## src/rtl/mbp_pkg.sv

```systemverilog
// Shared constants, codes and control/status types of the MIDI byte stream parser.
`default_nettype none

package mbp_pkg;

    // SysEx store depth; one slot is always kept for the end byte.
    localparam int SYSEX_DEPTH = 64;
    localparam int C_AW        = $clog2(SYSEX_DEPTH);
    localparam logic [C_AW-1:0] C_CNT_MAX = C_AW'(SYSEX_DEPTH - 1);

    localparam logic [7:0] C_RT_MIN    = 8'hF8;  // real-time bytes and up
    localparam logic [7:0] C_SX_START  = 8'hF0;  // also first system byte
    localparam logic [7:0] C_SX_END    = 8'hF7;
    localparam logic [2:0] C_ONE_TOP   = 3'b110; // 0xC0..0xDF: one data byte

    typedef logic [1:0] t_kind;
    localparam t_kind KIND_RT = 2'd0;
    localparam t_kind KIND_CH = 2'd1;
    localparam t_kind KIND_SX = 2'd2;

    // Output byte source
    typedef logic [1:0] t_sel;
    localparam t_sel SEL_BYTE = 2'd0;
    localparam t_sel SEL_RS   = 2'd1;
    localparam t_sel SEL_FD   = 2'd2;
    localparam t_sel SEL_SX   = 2'd3;

    // Class of the captured byte
    typedef logic [2:0] t_cls;
    localparam t_cls CLS_NONE  = 3'd0;
    localparam t_cls CLS_RT    = 3'd1;
    localparam t_cls CLS_SXEND = 3'd2;
    localparam t_cls CLS_CH1   = 3'd3;
    localparam t_cls CLS_CH2   = 3'd4;

    typedef struct packed {
        logic  capture;
        logic  update;
        logic  idx_clr;
        logic  load;
        t_sel  sel;
        t_kind kind;
        logic  first;
        logic  last;
    } t_cmd;

    typedef struct packed {
        t_cls cls;
        logic out_free;
        logic sx_last;
    } t_sts;

endpackage

`default_nettype wire

```

## src/rtl/mbp_ram.sv

```systemverilog
// Generic single-write, single-read RAM with registered read data.
`default_nettype none

module mbp_ram #(
    parameter int WIDTH = 8,
    parameter int DEPTH = 64
) (
    input  wire logic                     i_clk,
    input  wire logic                     i_we,
    input  wire logic [$clog2(DEPTH)-1:0] i_waddr,
    input  wire logic [WIDTH-1:0]         i_wdata,
    input  wire logic [$clog2(DEPTH)-1:0] i_raddr,
    output logic      [WIDTH-1:0]         o_rdata
);

    logic [WIDTH-1:0] r_mem [DEPTH];

    always_ff @(posedge i_clk) begin
        if (i_we) begin
            r_mem[i_waddr] <= i_wdata;
        end
        o_rdata <= r_mem[i_raddr];
    end

endmodule

`default_nettype wire

```

## src/rtl/mbp_dp.sv

```systemverilog
// Datapath: parser state registers, SysEx store and output register.
`default_nettype none

module mbp_dp (
    input  wire logic          i_clk,
    input  wire logic          i_rst_n,
    input  wire logic [7:0]    i_rx_byte,
    input  wire mbp_pkg::t_cmd i_cmd,
    output mbp_pkg::t_sts      o_sts,
    input  wire logic          i_out_ready,
    output logic               o_out_valid,
    output logic [7:0]         o_out_byte,
    output logic [1:0]         o_msg_kind,
    output logic               o_first_of_msg,
    output logic               o_last_of_msg,
    output logic               o_sysex_truncated
);
    import mbp_pkg::*;

    logic [7:0]      r_byte;
    logic [7:0]      r_rs, n_rs;
    logic            r_dc, n_dc;
    logic [6:0]      r_fd, n_fd;
    logic            r_insx, n_insx;
    logic [C_AW-1:0] r_cnt, n_cnt;
    logic            r_ovf, n_ovf;
    logic [C_AW-1:0] r_idx, n_idx;

    logic            w_is_rt, w_is_start, w_is_end, w_one, w_sx_last, w_sx_load;
    logic            w_we;
    logic [C_AW-1:0] w_waddr, w_raddr;
    logic [7:0]      w_rdata;
    t_cls            w_cls;
    logic [7:0]      w_obyte;

    assign w_is_rt    = (r_byte >= C_RT_MIN);
    assign w_is_start = (r_byte == C_SX_START);
    assign w_is_end   = (r_byte == C_SX_END);
    assign w_one      = (r_rs[7:5] == C_ONE_TOP);
    assign w_sx_last  = (r_idx == r_cnt);
    assign w_sx_load  = i_cmd.load && (i_cmd.sel == SEL_SX);

    always_comb begin
        priority if (w_is_rt)          w_cls = CLS_RT;
        else if (w_is_start)           w_cls = CLS_NONE;
        else if (r_insx)               w_cls = w_is_end ? CLS_SXEND : CLS_NONE;
        else if (r_byte[7])            w_cls = CLS_NONE;
        else if (r_rs == 8'h00)        w_cls = CLS_NONE;
        else if (w_one)                w_cls = CLS_CH1;
        else if (r_dc)                 w_cls = CLS_CH2;
        else                           w_cls = CLS_NONE;
    end

    assign o_sts.cls      = w_cls;
    assign o_sts.out_free = !o_out_valid || i_out_ready;
    assign o_sts.sx_last  = w_sx_last;

    // state update for the captured byte
    always_comb begin
        n_rs    = r_rs;
        n_dc    = r_dc;
        n_fd    = r_fd;
        n_insx  = r_insx;
        n_cnt   = r_cnt;
        n_ovf   = r_ovf;
        w_we    = 1'b0;
        w_waddr = r_cnt;
        if (i_cmd.update && !w_is_rt) begin
            priority if (w_is_start) begin
                n_insx  = 1'b1;
                n_ovf   = 1'b0;
                n_cnt   = C_AW'(1);
                w_we    = 1'b1;
                w_waddr = '0;
            end else if (r_insx) begin
                if (w_is_end) begin
                    n_insx = 1'b0;
                end else if (r_cnt < C_CNT_MAX) begin
                    w_we  = 1'b1;
                    n_cnt = r_cnt + C_AW'(1);
                end else begin
                    n_ovf = 1'b1;
                end
            end else if (r_byte[7]) begin
                if (r_byte < C_SX_START) begin
                    n_rs = r_byte;
                    n_dc = 1'b0;
                end
            end else if ((r_rs != 8'h00) && !w_one) begin
                if (!r_dc) begin
                    n_fd = r_byte[6:0];
                    n_dc = 1'b1;
                end else begin
                    n_dc = 1'b0;
                end
            end
        end
    end

    // read index runs one ahead while bytes are being loaded
    always_comb begin
        n_idx   = r_idx;
        w_raddr = r_idx;
        if (i_cmd.idx_clr) begin
            n_idx = '0;
        end else if (w_sx_load) begin
            n_idx = r_idx + C_AW'(1);
            if (!w_sx_last) begin
                w_raddr = r_idx + C_AW'(1);
            end
        end
    end

    mbp_ram #(
        .WIDTH(8),
        .DEPTH(SYSEX_DEPTH)
    ) u_store (
        .i_clk   (i_clk),
        .i_we    (w_we),
        .i_waddr (w_waddr),
        .i_wdata (r_byte),
        .i_raddr (w_raddr),
        .o_rdata (w_rdata)
    );

    always_comb begin
        unique case (i_cmd.sel)
            SEL_BYTE: w_obyte = r_byte;
            SEL_RS:   w_obyte = r_rs;
            SEL_FD:   w_obyte = {1'b0, r_fd};
            SEL_SX:   w_obyte = w_sx_last ? C_SX_END : w_rdata;
            default:  w_obyte = r_byte;
        endcase
    end

    always_ff @(posedge i_clk) begin
        if (!i_rst_n) begin
            r_rs        <= '0;
            r_dc        <= 1'b0;
            r_fd        <= '0;
            r_insx      <= 1'b0;
            r_cnt       <= '0;
            r_ovf       <= 1'b0;
            o_out_valid <= 1'b0;
        end else begin
            r_rs   <= n_rs;
            r_dc   <= n_dc;
            r_fd   <= n_fd;
            r_insx <= n_insx;
            r_cnt  <= n_cnt;
            r_ovf  <= n_ovf;
            if (i_cmd.load) begin
                o_out_valid <= 1'b1;
            end else if (i_out_ready) begin
                o_out_valid <= 1'b0;
            end
        end
    end

    always_ff @(posedge i_clk) begin
        r_idx <= n_idx;
        if (i_cmd.capture) begin
            r_byte <= i_rx_byte;
        end
        if (i_cmd.load) begin
            o_out_byte        <= w_obyte;
            o_msg_kind        <= i_cmd.kind;
            o_first_of_msg    <= (i_cmd.sel == SEL_SX) ? (r_idx == '0) : i_cmd.first;
            o_last_of_msg     <= (i_cmd.sel == SEL_SX) ? w_sx_last : i_cmd.last;
            o_sysex_truncated <= (i_cmd.sel == SEL_SX) ? r_ovf : 1'b0;
        end
    end

endmodule

`default_nettype wire

```

## src/rtl/mbp_ctrl.sv

```systemverilog
// Controller: sequences capture, decode and per-byte emission of messages.
`default_nettype none

module mbp_ctrl (
    input  wire logic          i_clk,
    input  wire logic          i_rst_n,
    input  wire logic          i_in_valid,
    output logic               o_in_ready,
    input  wire mbp_pkg::t_sts i_sts,
    output mbp_pkg::t_cmd      o_cmd
);
    import mbp_pkg::*;

    localparam logic [3:0] S_IDLE = 4'd0;
    localparam logic [3:0] S_DEC  = 4'd1;
    localparam logic [3:0] S_RT   = 4'd2;
    localparam logic [3:0] S_C2S  = 4'd3;  // status of a two-byte message
    localparam logic [3:0] S_C3S  = 4'd4;  // status of a three-byte message
    localparam logic [3:0] S_CFD  = 4'd5;
    localparam logic [3:0] S_CDB  = 4'd6;
    localparam logic [3:0] S_SXP  = 4'd7;  // RAM read priming
    localparam logic [3:0] S_SXE  = 4'd8;

    logic [3:0] r_state, n_state;

    assign o_in_ready = (r_state == S_IDLE);

    always_comb begin
        n_state = r_state;
        o_cmd   = '0;
        unique case (r_state)
            S_IDLE: begin
                if (i_in_valid) begin
                    o_cmd.capture = 1'b1;
                    n_state       = S_DEC;
                end
            end
            S_DEC: begin
                o_cmd.update  = 1'b1;
                o_cmd.idx_clr = 1'b1;
                unique case (i_sts.cls)
                    CLS_RT:    n_state = S_RT;
                    CLS_SXEND: n_state = S_SXP;
                    CLS_CH1:   n_state = S_C2S;
                    CLS_CH2:   n_state = S_C3S;
                    default:   n_state = S_IDLE;
                endcase
            end
            S_RT: begin
                if (i_sts.out_free) begin
                    o_cmd.load  = 1'b1;
                    o_cmd.sel   = SEL_BYTE;
                    o_cmd.kind  = KIND_RT;
                    o_cmd.first = 1'b1;
                    o_cmd.last  = 1'b1;
                    n_state     = S_IDLE;
                end
            end
            S_C2S, S_C3S: begin
                if (i_sts.out_free) begin
                    o_cmd.load  = 1'b1;
                    o_cmd.sel   = SEL_RS;
                    o_cmd.kind  = KIND_CH;
                    o_cmd.first = 1'b1;
                    n_state     = (r_state == S_C2S) ? S_CDB : S_CFD;
                end
            end
            S_CFD: begin
                if (i_sts.out_free) begin
                    o_cmd.load = 1'b1;
                    o_cmd.sel  = SEL_FD;
                    o_cmd.kind = KIND_CH;
                    n_state    = S_CDB;
                end
            end
            S_CDB: begin
                if (i_sts.out_free) begin
                    o_cmd.load = 1'b1;
                    o_cmd.sel  = SEL_BYTE;
                    o_cmd.kind = KIND_CH;
                    o_cmd.last = 1'b1;
                    n_state    = S_IDLE;
                end
            end
            S_SXP: begin
                n_state = S_SXE;
            end
            S_SXE: begin
                if (i_sts.out_free) begin
                    o_cmd.load = 1'b1;
                    o_cmd.sel  = SEL_SX;
                    o_cmd.kind = KIND_SX;
                    if (i_sts.sx_last) begin
                        n_state = S_IDLE;
                    end
                end
            end
            default: begin
                n_state = S_IDLE;
            end
        endcase
    end

    always_ff @(posedge i_clk) begin
        if (!i_rst_n) begin
            r_state <= S_IDLE;
        end else begin
            r_state <= n_state;
        end
    end

endmodule

`default_nettype wire

```

## src/rtl/midi_byte_stream_parser_core.sv

```systemverilog
// Top level of the MIDI byte stream parser: controller, datapath and checks.
//
// Usage
//   Input channel (i_in_valid / o_in_ready, payload i_rx_byte): one received
//   MIDI byte per transaction. Output channel (o_out_valid / i_out_ready):
//   one byte of a complete message per transaction, with its kind, first /
//   last markers and the SysEx truncation flag.
//   Real-time bytes (0xF8..0xFF) leave at once as one-byte messages, even in
//   the middle of a SysEx. Channel messages use running status and leave as
//   two or three transactions. A SysEx is kept in a SYSEX_DEPTH-entry RAM
//   and leaves as one burst when 0xF7 arrives; body bytes that do not fit
//   are dropped and the whole burst is marked truncated.
// Timing
//   A byte that yields no output passes through capture and decode. A byte
//   that completes a message then emits its output bytes in turn, after a
//   RAM priming state for a SysEx. While the receiver does not stall, the
//   rate is set by the single output register: one result byte per cycle,
//   read out of the store one entry per cycle.
//   The first result is registered after the capture and decode states,
//   for a SysEx burst after the RAM priming state as well.
// Reset / stall
//   Synchronous active-low reset clears running status, SysEx state and the
//   output valid; the store needs no clearing. When the receiver stalls, the
//   output register holds its transaction and emission pauses; the next
//   input byte is taken once the last result is in the output register.
`default_nettype none

module midi_byte_stream_parser_core (
    input  wire logic       i_clk,
    input  wire logic       i_rst_n,
    input  wire logic       i_in_valid,
    output logic            o_in_ready,
    input  wire logic [7:0] i_rx_byte,
    output logic            o_out_valid,
    input  wire logic       i_out_ready,
    output logic [7:0]      o_out_byte,
    output logic [1:0]      o_msg_kind,
    output logic            o_first_of_msg,
    output logic            o_last_of_msg,
    output logic            o_sysex_truncated
);
    import mbp_pkg::*;

    t_cmd w_cmd;
    t_sts w_sts;

    // sequencing: capture -> decode -> emit
    mbp_ctrl u_ctrl (
        .i_clk      (i_clk),
        .i_rst_n    (i_rst_n),
        .i_in_valid (i_in_valid),
        .o_in_ready (o_in_ready),
        .i_sts      (w_sts),
        .o_cmd      (w_cmd)
    );

    // parser state, SysEx store and the output register
    mbp_dp u_dp (
        .i_clk             (i_clk),
        .i_rst_n           (i_rst_n),
        .i_rx_byte         (i_rx_byte),
        .i_cmd             (w_cmd),
        .o_sts             (w_sts),
        .i_out_ready       (i_out_ready),
        .o_out_valid       (o_out_valid),
        .o_out_byte        (o_out_byte),
        .o_msg_kind        (o_msg_kind),
        .o_first_of_msg    (o_first_of_msg),
        .o_last_of_msg     (o_last_of_msg),
        .o_sysex_truncated (o_sysex_truncated)
    );

    // A SysEx burst opens with its start byte.
    a_sx_first: assert property (@(posedge i_clk) disable iff (!i_rst_n)
        (o_out_valid && o_msg_kind == KIND_SX && o_first_of_msg)
            |-> (o_out_byte == C_SX_START))
        else $error("SysEx burst does not start with 0xF0");

    // A SysEx burst closes with its end byte.
    a_sx_last: assert property (@(posedge i_clk) disable iff (!i_rst_n)
        (o_out_valid && o_msg_kind == KIND_SX && o_last_of_msg)
            |-> (o_out_byte == C_SX_END))
        else $error("SysEx burst does not end with 0xF7");

    // Real-time output is a single self-contained byte.
    a_rt_single: assert property (@(posedge i_clk) disable iff (!i_rst_n)
        (o_out_valid && o_msg_kind == KIND_RT)
            |-> (o_first_of_msg && o_last_of_msg && o_out_byte >= C_RT_MIN))
        else $error("malformed real-time transaction");

    // Channel messages lead with a status byte; data bytes never carry bit 7.
    a_ch_status: assert property (@(posedge i_clk) disable iff (!i_rst_n)
        (o_out_valid && o_msg_kind == KIND_CH)
            |-> (o_out_byte[7] == o_first_of_msg))
        else $error("channel message status/data position wrong");

endmodule

`default_nettype wire
```

## config.mk

```make
export PLATFORM = sky130hd
export DESIGN_NAME = midi_byte_stream_parser_core
export DESIGN_NICKNAME = d
export VERILOG_FILES = /design/src/rtl/mbp_pkg.sv /design/src/rtl/mbp_ram.sv /design/src/rtl/mbp_dp.sv /design/src/rtl/mbp_ctrl.sv /design/src/rtl/midi_byte_stream_parser_core.sv
export SDC_FILE = /design/constraint.sdc
export NUM_CORES = 1
export LEC_CHECK = 0
export ABC_CLOCK_PERIOD_IN_PS = 10400
export BUFFER_PORTS_ARGS = -buffer_cell sky130_fd_sc_hd__buf_2
export CAP_MARGIN = 30
export CELL_PAD_IN_SITES_DETAIL_PLACEMENT = 0
export CELL_PAD_IN_SITES_GLOBAL_PLACEMENT = 2
export CORE_MARGIN = 4
export CORE_UTILIZATION = 50
export CTS_CLUSTER_DIAMETER = 60
export DETAILED_ROUTE_END_ITERATION = 7
export PLACE_DENSITY_LB_ADDON = 0.25
export REMOVE_ABC_BUFFERS = 1
export SYNTH_ARGS = -nofsm -noshare
export SYNTH_HDL_FRONTEND = slang
export SYNTH_SLANG_ARGS = --single-unit
export TNS_END_PERCENT = 20
```

## constraint.sdc

```tcl
create_clock -name i_clk -period 10.4 [get_ports i_clk]
set_input_delay 2.08 -clock i_clk [delete_from_list [all_inputs] [get_ports i_clk]]
set_output_delay 2.08 -clock i_clk [all_outputs]
set_load 0.03 [all_outputs]
```

==> results by stage, run 1 <==
STA:
- The worst max-slew margin expressed relative to the limit is 0.242.
- The tightest hold path in the finished design has a slack of 488 ps.
- Setup repair after global routing left no endpoint under its margin.
- The final-report max-slew violation count was 0.
- The final count of negative-setup-slack endpoints is 0.
- Derived from the worst setup path, the maximum achievable clock frequency is 180 MHz.
- The final number of hold-violating endpoints is 0.
- The worst setup skew after layout is 23.4 ps.
- The period utilization is 0.533.
- For the finished layout, the period the worst path requires is 5540 ps.
- At the pin with the least slew margin, the transition time is 1140 ps.

Cells and area:
- The synthesis-to-finish area growth is 10.0%.
- The sequential cells in the finished layout cover a total of 16900 sq um.
- The total inserted antenna cells is 0.
- The most common cell after layout, fill and taps aside is sky130_fd_sc_hd__edfxtp_1.
- The final layout net count is 1956.
- Of the cells placed in the final design, the portion with a size suffix greater than 1 is 0.141.
- The library cells used most frequently in the layout, excluding fill and tap cells, are 533 x sky130_fd_sc_hd__edfxtp_1, 341 x sky130_fd_sc_hd__mux2i_1, 105 x sky130_fd_sc_hd__nand2_1.
- Once layout is complete, the utilization of the core stands at 0.557.
- Summing all multi-input logic gate instances after layout gives 9800 sq um.
- The filler cells instantiated in the layout total 4426.

Worst setup path:
- The path type of the worst setup path is primary input to flip-flop.
- The arrival time reported for the critical path endpoint is 6020 ps.
- The startpoint of the most critical setup path is i_out_ready.
- The worst endpoint required time is 10880 ps.
- The critical path launch point type is a primary input.
- The beginning of the worst register-to-register path is u_dp.r_idx[1].
- STA classifies the critical path endpoint as a flip-flop.
- The peak fanout along the critical path is 58.

Floorplan:
- The total area inside the core boundary comes to 54000 sq um.
- The width of the chip is 242 um.
- The area enclosed by the die boundary is 58500 sq um.
- In this run the count of I/O pins placed on the die edge is 27.
- The initial utilization of the core area, before any placement, comes to 0.506.
- The die is 242 um tall.
- The initialized floorplan defines 85 standard-cell rows.

Detailed routing:
- The residual DRC count is 0.
- The total via count after detailed routing is 17500.
- For this run, the detailed router's first-pass iteration total came to 5.
- The remaining antenna violation count after routing is 0.
- After detailed routing, the average wire length per cell comes to 27.9 um.
- The detailed-route vias per instance is 6.52.
- The number of DRC violations after detailed-routing iteration 0 is 1721.
- The aggregate routed wire length is 75000 um.

Global route:
- The initial antenna violation count came to 1.
- The first global-routing pass estimated 112000 um of wire.
- For this run, the total global-route usage over all layers was measured as 0.249.
- The number of global-route vias before repair is 17300.
- Global routing finished with a remaining overflow of 0.
- Entering global routing, the biggest net connects 139 pins.

Synth:
- For this run, the number of Yosys warnings is 0.
- The cell area after synthesis is 27400 sq um.
- Synthesis handed over a netlist of 1957 instances.
- sky130_fd_sc_hd__edfxtp_1 takes more of the synthesized area than any other cell.
- After synthesis, the share of flip-flops with an asynchronous set or reset is 0.
- In the synthesized netlist the dominant register cell turns out to be sky130_fd_sc_hd__edfxtp_1.
- Each instance of the synthesized netlist takes up on average 14.0 sq um.
- The number of enable flip-flop cells after synthesis is 533.
- For this run, the register share of the synthesized area comes to 0.617.
- Ranked by total cell area, the synthesized netlist is headed by sky130_fd_sc_hd__edfxtp_1 59%, sky130_fd_sc_hd__mux2i_1 12%, sky130_fd_sc_hd__mux4_2 3.7%.
- Yosys mapped the design onto 87 distinct sky130hd cell types.
- The number of flip-flops and latches in the synthesized netlist is 576.
- The share of synthesized area in the top cell type comes to 0.585.

Status:
- The run finished with clean final reports.

Clock network:
- The number of clock buffers inserted by TritonCTS is 60.
- The buffer levels on the longest clock path is 3.
- The clock net sink count is 576.
- The insertion delay to the later sink of the worst-skew pair is 630 ps.
- The number of levels in the clock H-tree is 2.
- The clock-pin slew of the registers on the worst-case setup and hold paths is 60 ps.
- TritonCTS built the clock tree.
- Gates resized during post-CTS repair numbered 0.
- The library cell used as clock root buffer is sky130_fd_sc_hd__clkbuf_16.
- The post-CTS repair timing setup buffer count is 0.
- The number of buffers inserted for hold repair after clock tree synthesis is 0.

Min path:
- The class of the worst hold path is flip-flop to flip-flop.
- In this run the most critical hold path is launched from u_dp.r_ovf.

Placed design:
- The count of input and output buffers is 26.
- The estimated wirelength of the detail-placed design is 45500 um.
- The weighted congestion at the end of routability-driven global placement is 0.864.

Power and ir drop:
- The static leakage is 9.43 nW.
- The areal power density over the cells is 159 nW/um^2.
- The worst-case IR drop observed on VDD is 124 uV.
- Total power for the finished layout comes to 4.79 mW.

Flow run:
- The number of max-cap violations is 0.
[cell families after synthesis]
logic type,after synthesis,share of synthesized area
AOI/OAI and AO/OA,364,0.101
and+or+nand+nor,427,0.0783
buffers and inverters,167,0.0287
DFF,576,0.617
muxes,399,0.167
xor gates and xnor gates,21,0.00727
adders and majority gates,3,0.00137
[cell usage after synthesis (all sizes together) (10+ instances only)]
cell     number
dfxtp        43
mux4         45
a31o         11
nor2        100
and2         12
nand4        18
a21oi        37
or3          28
a2111oi      23
o2111ai      12
o31ai        10
nor3         23
mux2i       341
a211oi       36
nor4         24
o221ai       12
nor2b        30
xnor2        14
nand2       105
buf          86
o21ai        35
a21boi       15
nand3        52
a31oi        15
inv          12
mux2         13
edfxtp      533
clkbuf       69
o22ai        67
[registers in the layout, indices dropped and copies added (netlist names)]
name,count
u_ctrl.r_state,4
u_dp.o_out_valid,1
u_dp.r_byte,8
u_dp.o_first_of_msg,1
u_dp.o_out_byte,8
u_dp.o_last_of_msg,1
u_dp.u_store.r_mem,512
u_dp.r_dc,1
u_dp.u_store.o_rdata,8
u_dp.r_idx,6
u_dp.r_fd,7
u_dp.o_msg_kind,2
u_dp.r_cnt,6
u_dp.r_rs,8
u_dp.r_insx,1
u_dp.r_ovf,1
u_dp.o_sysex_truncated,1
[per-stage QoR]
step / setup TNS [ps] / worst slack [ps] / cell area (sq um) / cells
after global routing: 0 / 4510 / 30100 / 2689
after floorplan: -27970 / -3330 / 26600 / 1802
after detailed placement: 0 / 4240 / 28100 / 2574
final: 0 / 4860 / 30100 / 2689
after global placement: 0 / 4330 / 28000 / 2565
after CTS: 0 / 4870 / 30100 / 2688
[where the power goes]
group	switching [mW]	leakage, nW	total [mW]	internal (mW)
clock network	0.902	0.971	2.13	1.23
logic	0.0828	3.31	0.103	0.0202
registers	0.00718	5.15	2.56	2.55
[final timing paths]
kind,end,slack (ps),cells after the start
max reg2reg,u_dp.u_store.o_rdata[5],5200,9
max,u_dp.u_store.o_rdata[7],4860,10
min reg2reg,u_dp.r_ovf,490,2
min,u_dp.r_ovf,490,2
[final cells by class]
class | count | area share
sequential | 576 | 0.561
multi-input combinational | 1214 | 0.326
clock buffer | 81 | 0.0556
tap | 696 | 0.0289
timing repair buffer | 77 | 0.0180
clock inverter | 33 | 0.00973
inverter | 12 | 0.00150
[worst max-delay path, cell delays in order]
cell,delay [ps]
sky130_fd_sc_hd__buf_2,80
sky130_fd_sc_hd__nand2b_1,420
sky130_fd_sc_hd__nand3_4,290
sky130_fd_sc_hd__a21oi_4,630
sky130_fd_sc_hd__buf_4,780
sky130_fd_sc_hd__mux2i_1,170
sky130_fd_sc_hd__mux4_2,510
sky130_fd_sc_hd__and2_1,180
sky130_fd_sc_hd__o311ai_1,600
sky130_fd_sc_hd__o41ai_1,190
[routing by layer]
metal / global-route usage / share of wire / up-vias / routed length [um]
met5: 0 / 0 / - / 0
met4: 0.0695 / 0.028 / 0 / 2110
met3: 0.0339 / 0.060 / 121 / 4470
met2: 0.416 / 0.48 / 603 / 36200
met1: 0.346 / 0.43 / 9022 / 32300
li1: - / - / 7782 / -
(Power assumes the default switching activity.)
==> run 2: changes to the inputs <==
--- a/config.mk
+++ b/config.mk
@@ -5,13 +5,13 @@
 export SDC_FILE = /design/constraint.sdc
 export NUM_CORES = 1
 export LEC_CHECK = 0
-export ABC_CLOCK_PERIOD_IN_PS = 10400
+export ABC_CLOCK_PERIOD_IN_PS = 5700
 export BUFFER_PORTS_ARGS = -buffer_cell sky130_fd_sc_hd__buf_2
 export CAP_MARGIN = 30
 export CELL_PAD_IN_SITES_DETAIL_PLACEMENT = 0
 export CELL_PAD_IN_SITES_GLOBAL_PLACEMENT = 2
 export CORE_MARGIN = 4
-export CORE_UTILIZATION = 50
+export CORE_UTILIZATION = 47
 export CTS_CLUSTER_DIAMETER = 60
 export DETAILED_ROUTE_END_ITERATION = 7
 export PLACE_DENSITY_LB_ADDON = 0.25
==> constraint.sdc (replaced) <==
create_clock -name i_clk -period 5.7 [get_ports i_clk]
set_input_delay 1.14 -clock i_clk [delete_from_list [all_inputs] [get_ports i_clk]]
set_output_delay 1.14 -clock i_clk [all_outputs]
set_load 0.03 [all_outputs]
==> results by stage, run 2 (synthesis gave the netlist of run 1 again) <==
Placed design:
- The count of input and output buffers was 26 (unchanged).
- The weighted congestion at the end of routability-driven global placement is 0.883 (was 0.864).
- The estimated wirelength of the detail-placed design came to 48200 um (was 45500 um).
- The placed cell area is 28300 sq um (was 28100 sq um).

Clock network:
- The post-CTS repair timing setup buffer count came to 0 (unchanged).
- The number of levels in the clock H-tree is 3 (was 2).
- The number of clock buffers inserted by TritonCTS came to 66 (was 60).
- The clock-pin slew of the registers on the worst-case setup and hold paths is 60 ps (about the same).
- The post-cts resize count came to 0 (unchanged).
- The TritonCTS clock tree is built (unchanged).
- The buffer levels on the longest clock path is 3 (unchanged).
- The insertion delay to the later sink of the worst-skew pair is 610 ps (was 630 ps).
- The number of buffers inserted for hold repair after clock tree synthesis is 0 (unchanged).
- The library cell used as clock root buffer is sky130_fd_sc_hd__clkbuf_16 (unchanged).
- The clock net sink count is 576 (unchanged).

Worst setup path:
- The critical path's most frequent cell is sky130_fd_sc_hd__buf_4.
- The arrival time reported for the critical path endpoint is 5010 ps (was 6020 ps).
- The instance count on the critical path is 12 (was 10).
- The peak fanout along the critical path is 40 (was 58).
- The kind of end point of the critical path is a flip-flop (unchanged).
- The startpoint of the most critical setup path is u_dp.r_idx[0] (was i_out_ready).
- Ordered cell list for the critical path: buf_4 -> inv_2 -> buf_4 -> nor3_1 -> a21o_1 -> nor2_4 -> buf_4 -> mux2i_1 -> mux2i_1 -> a2111oi_0 -> buf_4 -> o41ai_2 (was buf_2 -> nand2b_1 -> nand3_4 -> a21oi_4 -> buf_4 -> mux2i_1 -> mux4_2 -> and2_1 -> o311ai_1 -> o41ai_1).
- The beginning of the worst register-to-register path is u_dp.r_idx[0] (was u_dp.r_idx[1]).
- The path type of the worst setup path was flip-flop to flip-flop (was primary input to flip-flop).
- The slack of the worst reg-to-reg path is 1150 ps (was 5200 ps).
- The critical path launch point type is a flip-flop (was primary input).
- The worst reg2reg path endpoint is u_dp.u_store.o_rdata[3] (was u_dp.u_store.o_rdata[5]).
- The endpoint of the worst setup timing path is u_dp.u_store.o_rdata[3] (was u_dp.u_store.o_rdata[7]).
- The depth of the worst register-to-register path is 12 (was 9).
- The largest stage delay on the critical path is 730 ps (was 780 ps).
- The number of buffers and inverters on the critical path is 5 (was 2).
- The cell type of the slowest stage on the worst timing path is sky130_fd_sc_hd__a2111oi_0 (was sky130_fd_sc_hd__buf_4).
- The worst endpoint required time is 6160 ps (was 10880 ps).
- The kind of cell adding the most delay to the critical path is buffers and inverters (was compound AO/OA/AOI/OAI gates).

Detailed routing:
- The number of DRC violations after detailed-routing iteration 0 is 1506 (was 1721).
- The remaining antenna violation count after routing is 0 (unchanged).
- The aggregate routed wire length came to 76300 um (was 75000 um).
- The length of the first detailed-routing pass in iterations is 6 (was 5).
- The total via count after detailed routing came to 17400 (was 17500).
- The residual DRC count was 0 (unchanged).
- The detailed-route vias per instance is 6.29 (was 6.52).
- The average wire per standard cell was 27.5 um (was 27.9 um).

Power and ir drop:
- The static leakage is 9.54 nW (was 9.43 nW).
- The areal power density over the cells is 294 nW/um^2 (was 159 nW/um^2).
- The worst supply voltage drop on vdd is 239 uV (was 124 uV).

STA:
- The period utilization is 0.798.
- The final count of negative-setup-slack endpoints was 0 (unchanged).
- The worst max-slew margin expressed relative to the limit is 0.209 (was 0.242).
- The worst setup skew after layout is 21.2 ps (was 23.4 ps).
- The minimum clock period after layout is 4550 ps.
- The transition time at the pin with the least slew margin is 1190 ps (was 1140 ps).
- The final number of hold-violating endpoints is 0 (unchanged).
- RSZ-0062 raised after global routing: false (unchanged).
- The final-report max-slew violation count is 0 (unchanged).
- Timing would allow up to 220 MHz.

Cells and area:
- The synthesis-to-finish area growth is 11.0% (was 10.0%).
- The final layout net count is 1974 (was 1956).
- The flip-flop count of the largest register after layout came to 512 (unchanged).
- The post-route standard cell area excluding fillers was 30400 sq um (was 30100 sq um).
- The largest register by flop count is u_dp.u_store.r_mem (unchanged).
- The most common cell after layout, fill and taps aside is sky130_fd_sc_hd__edfxtp_1 (unchanged).
- Most used cells in the layout excluding fill and tap cells: 533 x sky130_fd_sc_hd__edfxtp_1, 341 x sky130_fd_sc_hd__mux2i_1, 105 x sky130_fd_sc_hd__nand2_1 (unchanged).
- The total inserted antenna cells came to 0 (unchanged).
- The share of final-layout standard cells stronger than drive strength 1 is 0.144 (was 0.141).
- The utilization of the core after routing is 0.526 (was 0.557).

Global route:
- The residual overflow from global routing is 0 (unchanged).
- The pin count of the biggest net entering global routing is 123 (was 139).
- The global-route usage over all layers is 0.240 (was 0.249).
- The number of global-route vias before repair was 17300 (about the same).
- The first-pass GRT wire length is 113000 um (was 112000 um).
- The initial antenna violation count is 0 (was 1).

Floorplan:
- The area of the core came to 57700 sq um (was 54000 sq um).
- The initial core utilization was 0.474 (was 0.506).
- The count of boundary I/O pins is 27 (unchanged).
- The number of core rows is 88 (was 85).
- The area enclosed by the die boundary was 62100 sq um (was 58500 sq um).
- The width of the chip is 249 um (was 242 um).
- The vertical die dimension is 249 um (was 242 um).

Flow run:
- The number of max-cap violations is 0 (unchanged).

Min path:
- The class of the worst hold path is flip-flop to flip-flop (unchanged).

Status:
- Run status: finished clean (unchanged).
==> run 2: changes by cell type in the layout (fill, tap and decap cells not counted), sizes merged <==
cell,before,now
buf,77,89
clkbuf,81,75
clkinv,25,29
clkinvlp,3,1
inv,13,17
==> run 2: report_power, final <==
group          switching [mW]  internal, mW
registers              0.0213          4.66
clock network            1.71          2.34
logic                   0.148        0.0376
total                    1.88          7.04
==> run 2: cell type report <==
class                   count  area (sq um)
inverters                  12          45.0
multi-input cells        1214          9790
well taps                 765           957
fillers                  4752         27300
clock inverters            39           340
repair buffers             89           657
clock buffers              75          1710
flip-flops and latches    576         16900
==> run 2: worst min-delay path: stages (launching register included) <==
cell and delay [ps]:
sky130_fd_sc_hd__dfxtp_1 320, sky130_fd_sc_hd__nor2_1 50, sky130_fd_sc_hd__nor2_1 80
==> run 2: how the worst min path moves through the flow <==
| stage | start | end | slack, ps | cells after the start |
|---|---|---|---|---|
| after floorplan | u_dp.r_ovf | u_dp.r_ovf | 430 | 2 |
| after global placement | u_dp.r_ovf | u_dp.r_ovf | 450 | 2 |
| after detailed placement | u_dp.r_ovf | u_dp.r_ovf | 460 | 2 |
| after CTS | u_dp.r_ovf | u_dp.r_ovf | 470 | 2 |
| after global routing | u_dp.r_dc | u_dp.r_dc | 510 | 2 |
| final | u_dp.r_ovf | u_dp.r_ovf | 480 | 2 |
==> run 2: through the flow <==
step | TNS, ps | hold slack, ps | total power [mW] | instances | setup slack, ps
4_1_cts | 0 | 474 | 8.97 | 2770 | 1100
3_5_place_dp | 0 | 462 | 4.95 | 2656 | 941
3_3_place_gp | 0 | 454 | 4.95 | 2654 | 1020
5_1_grt | 0 | 512 | 9.18 | 2770 | 908
2_1_floorplan | -86950 | 432 | 4.86 | 1802 | -8030
6_report | 0 | 479 | 8.92 | 2770 | 1150
==> run 2: routing by layer <==
metal,share of wire,GRT usage
met5,0,0
met4,0.032,0.0770
met3,0.062,0.0443
met2,0.48,0.396
met1,0.42,0.324
